==> src/rtl/core/hsv_pkg.sv <==
// Shared types and constants for the HSV to RGB converter.
// No dependencies; imported by every module of the block.
package hsv_pkg;

  // Fixed point format of every color field.
  localparam int FRAC_BITS = 16;
  localparam int FW        = FRAC_BITS + 1;
  localparam int PW        = 2 * FW;
  localparam int SW        = 3;
  localparam int QDEPTH    = 4;
  localparam int QPW       = $clog2(QDEPTH);
  localparam int QCW       = $clog2(QDEPTH + 1);

  localparam logic [FW-1:0] ONE = FW'(1) << FRAC_BITS;

  // Hue sectors; the last one (magenta to red) is the default arm.
  localparam logic [SW-1:0] SEC_RED_YEL = 3'd0;
  localparam logic [SW-1:0] SEC_YEL_GRN = 3'd1;
  localparam logic [SW-1:0] SEC_GRN_CYN = 3'd2;
  localparam logic [SW-1:0] SEC_CYN_BLU = 3'd3;
  localparam logic [SW-1:0] SEC_BLU_MAG = 3'd4;

  // One classified word handed from the front to the back.
  typedef struct packed {
    logic                 grey;
    logic [SW-1:0]        sector;
    logic [FRAC_BITS-1:0] frac;
    logic [FW-1:0]        sat;
    logic [FW-1:0]        val;
  } hsv_item_t;

endpackage

==> src/rtl/core/hsv_front.sv <==
// Front end: clamps the inputs and splits the hue into sector and fraction.
// Depends on hsv_pkg.
module hsv_front (
  input  logic [hsv_pkg::FW-1:0] hue,
  input  logic [hsv_pkg::FW-1:0] saturation,
  input  logic [hsv_pkg::FW-1:0] brightness,
  output hsv_pkg::hsv_item_t     item
);
  import hsv_pkg::*;

  logic [FRAC_BITS-1:0] hue_w;
  logic [FRAC_BITS+2:0] hue6;

  // A hue of one or more wraps to zero; below one the top bit is clear.
  assign hue_w = (hue >= ONE) ? '0 : hue[FRAC_BITS-1:0];

  // Times six as a sum of two shifts.
  assign hue6 = ((FRAC_BITS+3)'(hue_w) << 2) + ((FRAC_BITS+3)'(hue_w) << 1);

  // Clamp saturation and value to one and pack the word.
  always_comb begin
    item.sat    = (saturation > ONE) ? ONE : saturation;
    item.val    = (brightness > ONE) ? ONE : brightness;
    item.grey   = (saturation == '0);
    item.sector = hue6[FRAC_BITS +: SW];
    item.frac   = hue6[FRAC_BITS-1:0];
  end

endmodule

==> src/rtl/core/hsv_queue.sv <==
// Short register queue between the front and back ends.
// Depends on hsv_pkg.
module hsv_queue (
  input  logic               clk,
  input  logic               rst,
  input  logic               push,
  input  hsv_pkg::hsv_item_t push_item,
  output logic               full,
  output logic               q_valid,
  input  logic               q_ready,
  output hsv_pkg::hsv_item_t q_item
);
  import hsv_pkg::*;

  hsv_item_t      entries [QDEPTH];
  logic [QPW-1:0] wr_ptr;
  logic [QPW-1:0] rd_ptr;
  logic [QCW-1:0] count;
  logic           pop;

  assign full    = (count == QCW'(QDEPTH));
  assign q_valid = (count != '0);
  assign pop     = q_valid && q_ready;
  assign q_item  = entries[rd_ptr];

  // Pointers and fill count.
  always_ff @(posedge clk) begin
    if (rst) begin
      wr_ptr <= '0;
      rd_ptr <= '0;
      count  <= '0;
    end else begin
      if (push) begin
        wr_ptr <= (wr_ptr == QPW'(QDEPTH - 1)) ? '0 : wr_ptr + 1'b1;
      end
      if (pop) begin
        rd_ptr <= (rd_ptr == QPW'(QDEPTH - 1)) ? '0 : rd_ptr + 1'b1;
      end
      if (push && !pop) begin
        count <= count + 1'b1;
      end else if (pop && !push) begin
        count <= count - 1'b1;
      end
    end
  end

  // Storage; payload needs no reset.
  always_ff @(posedge clk) begin
    if (push) begin
      entries[wr_ptr] <= push_item;
    end
  end

`ifndef SYNTHESIS
  a_count_bound: assert property (@(posedge clk) disable iff (rst)
    count <= QCW'(QDEPTH))
    else $error("queue fill count above depth");
  a_count_up: assert property (@(posedge clk) disable iff (rst)
    push && !pop |=> count == $past(count) + 1'b1)
    else $error("queue count missed a push");
  a_count_down: assert property (@(posedge clk) disable iff (rst)
    pop && !push |=> count == $past(count) - 1'b1)
    else $error("queue count missed a pop");
`endif

endmodule

==> src/rtl/core/hsv_back.sv <==
// Back end: two multiply stages, sector routing and the output register.
// Depends on hsv_pkg.
module hsv_back (
  input  logic                   clk,
  input  logic                   rst,
  input  logic                   q_valid,
  output logic                   q_ready,
  input  hsv_pkg::hsv_item_t     q_item,
  output logic                   out_valid,
  input  logic                   out_ready,
  output logic [hsv_pkg::FW-1:0] red,
  output logic [hsv_pkg::FW-1:0] green,
  output logic [hsv_pkg::FW-1:0] blue
);
  import hsv_pkg::*;

  // First stage registers.
  logic          a_valid;
  logic          a_grey;
  logic [SW-1:0] a_sector;
  logic [FW-1:0] a_val;
  logic [FW-1:0] a_m;
  logic [FW-1:0] a_sf;
  logic [FW-1:0] a_sg;

  logic          a_ready;
  logic          o_ready;
  logic [PW-1:0] prod_m;
  logic [PW-1:0] prod_sf;
  logic [PW-1:0] prod_sg;
  logic [PW-1:0] prod_n;
  logic [PW-1:0] prod_k;
  logic [FW-1:0] n_val;
  logic [FW-1:0] k_val;
  logic [FW-1:0] red_next;
  logic [FW-1:0] green_next;
  logic [FW-1:0] blue_next;

  assign o_ready = !out_valid || out_ready;
  assign a_ready = !a_valid || o_ready;
  assign q_ready = a_ready;

  // First products: v(1-s), s*f and s(1-f).
  assign prod_m  = PW'(q_item.val) * PW'(ONE - q_item.sat);
  assign prod_sf = PW'(q_item.sat) * PW'(q_item.frac);
  assign prod_sg = PW'(q_item.sat) * PW'(ONE - FW'(q_item.frac));

  always_ff @(posedge clk) begin
    if (rst) begin
      a_valid <= 1'b0;
    end else if (a_ready) begin
      a_valid <= q_valid;
    end
  end

  always_ff @(posedge clk) begin
    if (a_ready && q_valid) begin
      a_grey   <= q_item.grey;
      a_sector <= q_item.sector;
      a_val    <= q_item.val;
      a_m      <= prod_m[FRAC_BITS +: FW];
      a_sf     <= prod_sf[FRAC_BITS +: FW];
      a_sg     <= prod_sg[FRAC_BITS +: FW];
    end
  end

  // Second products: v(1-s*f) and v(1-s(1-f)).
  assign prod_n = PW'(a_val) * PW'(ONE - a_sf);
  assign prod_k = PW'(a_val) * PW'(ONE - a_sg);
  assign n_val  = prod_n[FRAC_BITS +: FW];
  assign k_val  = prod_k[FRAC_BITS +: FW];

  // Route the four values to the channels by sector.
  always_comb begin
    if (a_grey) begin
      red_next   = a_val;
      green_next = a_val;
      blue_next  = a_val;
    end else begin
      unique case (a_sector)
        SEC_RED_YEL: begin
          red_next = a_val; green_next = k_val; blue_next = a_m;
        end
        SEC_YEL_GRN: begin
          red_next = n_val; green_next = a_val; blue_next = a_m;
        end
        SEC_GRN_CYN: begin
          red_next = a_m; green_next = a_val; blue_next = k_val;
        end
        SEC_CYN_BLU: begin
          red_next = a_m; green_next = n_val; blue_next = a_val;
        end
        SEC_BLU_MAG: begin
          red_next = k_val; green_next = a_m; blue_next = a_val;
        end
        default: begin
          red_next = a_val; green_next = a_m; blue_next = n_val;
        end
      endcase
    end
  end

  // Output register.
  always_ff @(posedge clk) begin
    if (rst) begin
      out_valid <= 1'b0;
    end else if (o_ready) begin
      out_valid <= a_valid;
    end
  end

  always_ff @(posedge clk) begin
    if (o_ready && a_valid) begin
      red   <= red_next;
      green <= green_next;
      blue  <= blue_next;
    end
  end

`ifndef SYNTHESIS
  a_out_range: assert property (@(posedge clk) disable iff (rst)
    out_valid |-> (red <= ONE) && (green <= ONE) && (blue <= ONE))
    else $error("output channel above one");
  a_grey_equal: assert property (@(posedge clk) disable iff (rst)
    a_valid && o_ready && a_grey |=> (red == green) && (green == blue))
    else $error("grey word gave unequal channels");
  a_stage_hold: assert property (@(posedge clk) disable iff (rst)
    a_valid && !o_ready |=> a_valid && $stable(a_m) && $stable(a_val))
    else $error("first stage changed while stalled");
`endif

endmodule

==> src/rtl/core/hsv_to_rgb_converter.sv <==
// HSV to RGB converter, Q1.16 fields, one word per clock while out_ready does not stall it.
// An accepted word is written into the queue at the accept edge, then passes through the
// first multiply stage and then the output register before it shows as output valid.
// Throughput is one word per cycle while out_ready is high: every back end stage then takes a new word each cycle.
// Reset clears the queue pointers, the queue fill count and the stage valid bits; no other state.
// Depends on hsv_pkg, hsv_front, hsv_queue and hsv_back.
module hsv_to_rgb_converter (
  input  logic                   clk,
  input  logic                   rst,
  input  logic                   in_valid,
  output logic                   in_ready,
  input  logic [hsv_pkg::FW-1:0] hue,
  input  logic [hsv_pkg::FW-1:0] saturation,
  input  logic [hsv_pkg::FW-1:0] brightness,
  output logic                   out_valid,
  input  logic                   out_ready,
  output logic [hsv_pkg::FW-1:0] red,
  output logic [hsv_pkg::FW-1:0] green,
  output logic [hsv_pkg::FW-1:0] blue
);
  import hsv_pkg::*;

  hsv_item_t front_item;
  hsv_item_t q_item;
  logic      q_full;
  logic      q_valid;
  logic      q_ready;

  // Classify the incoming word.
  hsv_front u_front (
    .hue        (hue),
    .saturation (saturation),
    .brightness (brightness),
    .item       (front_item)
  );

  assign in_ready = !q_full;

  // Decouple front and back.
  hsv_queue u_queue (
    .clk       (clk),
    .rst       (rst),
    .push      (in_valid && in_ready),
    .push_item (front_item),
    .full      (q_full),
    .q_valid   (q_valid),
    .q_ready   (q_ready),
    .q_item    (q_item)
  );

  // Arithmetic and routing.
  hsv_back u_back (
    .clk       (clk),
    .rst       (rst),
    .q_valid   (q_valid),
    .q_ready   (q_ready),
    .q_item    (q_item),
    .out_valid (out_valid),
    .out_ready (out_ready),
    .red       (red),
    .green     (green),
    .blue      (blue)
  );

endmodule
==> config.mk <==
export PLATFORM = sky130hd
export DESIGN_NAME = hsv_to_rgb_converter
export DESIGN_NICKNAME = d
export VERILOG_FILES = /design/src/rtl/core/hsv_pkg.sv /design/src/rtl/core/hsv_front.sv /design/src/rtl/core/hsv_queue.sv /design/src/rtl/core/hsv_back.sv /design/src/rtl/core/hsv_to_rgb_converter.sv
export SDC_FILE = /design/constraint.sdc
export NUM_CORES = 2
export LEC_CHECK = 0
export BUFFER_PORTS_ARGS = -buffer_cell sky130_fd_sc_hd__clkbuf_2
export CAP_MARGIN = 20
export CORE_ASPECT_RATIO = 1.25
export CORE_MARGIN = 10
export CORE_UTILIZATION = 53
export CTS_BUF_LIST = sky130_fd_sc_hd__clkbuf_8
export CTS_CLUSTER_DIAMETER = 120
export DETAILED_ROUTE_END_ITERATION = 7
export PLACE_DENSITY = 0.69
export SKIP_CTS_REPAIR_TIMING = 1
export SYNTH_ARGS = -nofsm -noshare
export SYNTH_HDL_FRONTEND = slang
export SYNTH_HIERARCHICAL = 1
export SYNTH_SLANG_ARGS = --single-unit
export TNS_END_PERCENT = 100
==> constraint.sdc <==
create_clock -name clk -period 10.08 [get_ports clk]
set_input_delay 1.008 -clock clk [delete_from_list [all_inputs] [get_ports clk]]
set_output_delay 1.008 -clock clk [all_outputs]
set_load 0.005 [all_outputs]
## Word-level counts from Yosys, hierarchy flattened

Memory sizes are Yosys's and may differ from the RTL's. A register that Yosys moved wholly into a read port is not among the register bits.
Cells that the tools add are included.

| storage, ports and cells | value |
|---|---|
| RAM bits | 216 |
| bits in latches | 0 |
| bits in registers | 132 |
| memory bits (read-only) | 0 |
| output and inout port bits | 53 |
| memories | 1 |
| word-level logic and storage cells | 76 |
| input port bits | 55 |

Memory list:

| name | words | width | rd ports | clocked after memory_dff | wr ports | RTL line | source |
|---|---|---|---|---|---|---|---|
| u_queue.entries | 4 | 54 | 1 | 1 | 1 | hsv_queue.sv:15 | `hsv_item_t entries [QDEPTH];` |

| cells by class | value |
|---|---|
| equality and inequality tests | 7 |
| shifts and indexed selects | 0 |
| div/mod/pow operators | 0 |
| multipliers | 5 |
| $lt $le $gt $ge | 3 |
| reductions and logical operators | 20 |
| mux-type cells | 17 |
| $add $sub $neg | 9 |
| bitwise gates (word level) | 0 |

Operators with widths:

| kind | count |
|---|---|
| 17-bit one-hot mux with 3 select lines | 3 |
| 17-bit by 34-bit multiplier with 33-bit output | 4 |
| 17-bit 2-to-1 mux | 5 |
| 17-bit by 17-bit subtractor with 18-bit output (first input constant) | 3 |
| 17-bit > comparator (second input constant) | 2 |
| 17-bit by 16-bit multiplier with 33-bit output | 1 |
| 18-bit by 17-bit adder with 19-bit output | 1 |
| 17-bit by 16-bit subtractor with 18-bit output (first input constant) | 1 |
| 17-bit >= comparator (second input constant) | 1 |
| 17-bit logical NOT | 1 |
| 16-bit 2-to-1 mux | 1 |
| 2-bit 2-to-1 mux | 4 |
| 2-bit OR reduction | 4 |
| 3-bit by 2-bit == test with 1-bit output (second input constant) | 2 |
| 3-bit == test (second input constant) | 2 |
| 3-bit 2-to-1 mux | 2 |
| 1-bit logical AND | 5 |
| 1-bit logical NOT | 5 |
| 2-bit by 1-bit adder with 2-bit output (second input constant) | 2 |
| 2-bit == test (second input constant) | 2 |
| 3-bit by 1-bit adder with 3-bit output (second input constant) | 1 |
| 3-bit by 1-bit == test with 1-bit output (second input constant) | 1 |
| 3-bit logical NOT | 1 |
| 3-bit nonzero test | 1 |
| 4 further kinds | 6 |

## Longest topological paths before layout

| depth | value |
|---|---|
| word-level depth | 7 |
| mapped depth | 35 |
| mapped depth without buffers | 30 |

## Modules after synthesis

The synthesis kept the hierarchy.

By module, submodules not included:

| module | cells an instance | seq. area each (um2) | area an instance (um2) | times used |
|---|---|---|---|---|
| hsv_back | 5,962 | 3,733.6 | 52,982.1 | 1 |
| hsv_queue | 326 | 6,666.4 | 8,316.7 | 1 |
| hsv_front | 168 | 0.0 | 1,174.9 | 1 |
| hsv_to_rgb_converter | 2 | 0.0 | 10.0 | 1 |

## Worst setup path after synthesis

No wires, ideal clock.

| path | value |
|---|---|
| path type | reg-to-reg |
| from | reg with a tool-made name |
| to | reg u_back.a_m[15], data pin |
| stages on the path, launching flop included | 36 |
| data arrival time | 7,757 ps |
| period minus slack after synthesis | 8,015 ps |
| buffers on the path | 5 |
| data required time | 9,822 ps |
| slack | 2,065 ps |
| setup time | 258 ps |
| cell sequence | dfxtp_1 -> buf_6 -> buf_12 -> mux4_2 -> clkbuf_1 -> clkbuf_1 -> inv_1 -> ha_1 -> nand2b_1 -> nor2_1 -> nand2_1 -> nor2_1 -> xnor2_1 -> clkbuf_1 -> nand2_1 -> fa_1 -> inv_1 -> fa_1 -> inv_1 -> fa_1 -> inv_1 -> fa_1 -> inv_1 -> fa_1 -> inv_1 -> fa_1 -> ha_1 -> o21a_1 -> o21a_1 -> o21ai_0 -> a21oi_1 -> a21oi_1 -> o21ai_0 -> a31oi_1 -> nor2b_1 -> xnor2_1 |

RTL lines:

| what | RTL line | source |
|---|---|---|
| to (signal assigned) | hsv_back.sv:61 | `a_m <= prod_m[FRAC_BITS +: FW];` |
| to (decl) | hsv_back.sv:22 | `logic [FW-1:0] a_m;` |

==> summary.txt <==
status -> finished clean
Placer Congestion -> 0.947
crit end category -> flip-flop
slowest stage delay, CP -> 770 ps
multi-input logic area -> 0.0454 mm^2
routed len/inst -> 20.3 um
crit path time final -> 8940 ps
RSZ-0062 raised after global routing -> false
fillcell total -> 10200
area grow syn2layout -> 5.17%
Top Family by Delay on Critical Path -> adder cells
post-synthesis compound-gate area fraction -> 4.87%
worst slew pin tran -> 1190 ps
Synth cell types -> 90
Clk Latency, worst-skew pair -> 750 ps
Mapped Nets -> 8222
Root Driver -> clkbuf_8
worst r2r dst -> u_back/a_sg[16]
crit path DAT -> 9380 ps
num rows -> 140
worst r2r path cells -> 27
first-pass GRT wire length -> 261 mm
Post-synth EDFFs -> 339
fraction of final layout cells sized beyond drive strength 1 -> 6.44%
FF+latch area -> 0.0104 mm^2
# DRC -> 0
Fmax achieved -> 0.112 GHz
Final Cell Area -> 0.0657 mm^2
max-cap viol count -> 0
IO Port Bufs -> 107
initial drt markers -> 2917
HP Class -> reg -> reg
Reg clk slew, reported paths -> 60 ps
Synth area leader -> fa_1
Crit. path cell count -> 27
top-area cell type share of the netlist area -> 36.8%
post-route ant nets -> 0
simple-gate share of the synthesized area -> 15.1%
Slew headroom -> 20.6%
Synth Area in XOR/XNOR -> 2.37%
Buf+Inv Stages, Crit Path -> 5
Final HPWL DP -> 128 mm
R2R setup slack -> 1140 ps
detailed-route via count -> 44600
CTS Buffer Depth -> 3
Setup CP Type -> reg -> reg
required time worst endpoint -> 10520 ps
Post-synth top flop -> edfxtp_1
vias in the first global route -> 48000
Synthesis Warnings -> 6
Slew Viols, Final -> 0
Setup crit start kind -> flip-flop
largest net degree at the start of global routing -> 55
First-pass DRT Iterations -> 6
DP Area -> 0.0646 mm^2
Critical Path Slowest Stage Cell -> mux4_2
final-report hold violation count -> 0
Cells after Synth -> 6458
Die W -> 327 um
most common cell in the netlist -> inv_1
Seq/Total Area, Yosys -> 16.6%
flops & latches, synth -> 350
Crit path top cell by count -> fa_1
IO Count -> 108
post-synthesis adder-cell area fraction -> 48.0%
final setup fails -> 0
Routed WL -> 163 mm
Synth Cell Area -> 0.0625 mm^2
Initial Utilization -> 53.5%
gr usage total -> 25.0%
multiplexer share of the synthesized area -> 2.17%
Avg Cell Area, Syn -> 9.68 um^2
Die H -> 404 um
crit share post-route -> 88.7%
Synth top cells by count -> inv_1 (1433), fa_1 (1148), nand2_1 (989)
CTS tree -> done
Setup crit end -> u_back/a_sg[16]
full die area -> 0.132 mm^2
final net count -> 8184
top cells by area, synth -> fa_1 (37%), edfxtp_1 (16%), ha_1 (11%)
Hold Path Cell Cnt -> 2
routed vias/inst -> 5.56
H-tree lvl count -> 2
GRT overflow -> 0
initial antenna violation count -> 3
setup tns final -> 0 ps
Post-synth ARST share -> 0%
CTS Buf Count -> 55
Core ar. -> 0.117 mm^2
largest family of logic cells by synthesized area -> adder cells
CP max FO -> 26
total clock sinks -> 350
Worst Skew -> 91.8 ps
## cells by family after synthesis
family          count (synthesis)
other cells                     1
compound gates                439
buf+inv                      1763
mux                            66
simple gates                 1964
fa+ha+maj                    1709
flops                         350
xor+xnor                      166
## worst min path at each step
stage | from | endpoint | slack (ps)
after floorplan | u_queue/rd_ptr[0] | flip-flop | 460
after global placement | u_queue/rd_ptr[0] | flip-flop | 490
after detailed placement | u_queue/rd_ptr[0] | flip-flop | 510
after CTS | u_queue/rd_ptr[0] | flip-flop | 530
after global routing | u_queue/rd_ptr[0] | flip-flop | 530
final | u_queue/rd_ptr[0] | flip-flop | 530
## state kept, by name, indices dropped and copies added (netlist names), named ones only
register and flops:
u_back/a_grey 1, u_back/a_sector 3, u_back/a_m 17, u_back/a_sg 17
u_back/a_valid 1, u_queue/rd_ptr 2, u_back/a_val 17, u_back/blue 17
u_back/red 17, u_queue/wr_ptr 2, u_back/green 17, u_back/out_valid 1
u_queue/count 3, u_queue/entries 216, u_back/a_sf 17
## area by class of cell
type	instances	area share (%)
clock buffer	55	1.15
tap	1562	2.97
timing repair buffer	232	2.25
sequential	350	15.8
clock inverter	43	0.463
inverter	1436	8.20
antenna	4	0.0152
multi-input combinational	4345	69.1
## worst reg2reg max path, delay by kind of cell (launching register included)
| kind | cells | cell delay [ps] |
|---|---|---|
| flops | 1 | 660 |
| compound gates | 6 | 1630 |
| fa+ha+maj | 8 | 3460 |
| simple gates | 5 | 890 |
| buf+inv | 5 | 640 |
| xor+xnor | 2 | 590 |
| mux | 1 | 800 |
## cells in the final DEF (no fill, tap or decap), types with 68 or more instances in the layout
master	netlist	final
clkbuf_2	1	107
fa_1	1148	1148
buf_4	1	124
o21ai_0	68	68
xnor2_1	119	115
and2_1	526	521
nand2_1	989	989
edfxtp_1	339	339
ha_1	561	561
a21oi_1	101	101
nor2_1	136	136
inv_1	1433	1449
## metal layers
metal | vias up | wire length (um) | track usage, %
li1 | 19700 | - | -
met2 | 1657 | 82300 | 44.2
met4 | 0 | 7740 | 10.9
met5 | - | 0 | 0
met3 | 396 | 10700 | 3.27
met1 | 22900 | 62200 | 30.5
## through the flow
| stage | util (%) | setup WS, ps | hold slack, ps | std cells |
|---|---|---|---|---|
| finish | 56.2 | 1140 | 525 | 8027 |
| global route | 56.2 | 553 | 534 | 8027 |
| detailed placement | 55.3 | 999 | 505 | 7922 |
| global placement | 55.3 | 1170 | 488 | 7919 |
| CTS | 56.2 | 968 | 526 | 8020 |
| floorplan | - | 2070 | 456 | 6458 |
Power is not shown: default switching activity piles up to over one toggle a cycle in this logic, so the estimate is an artifact.
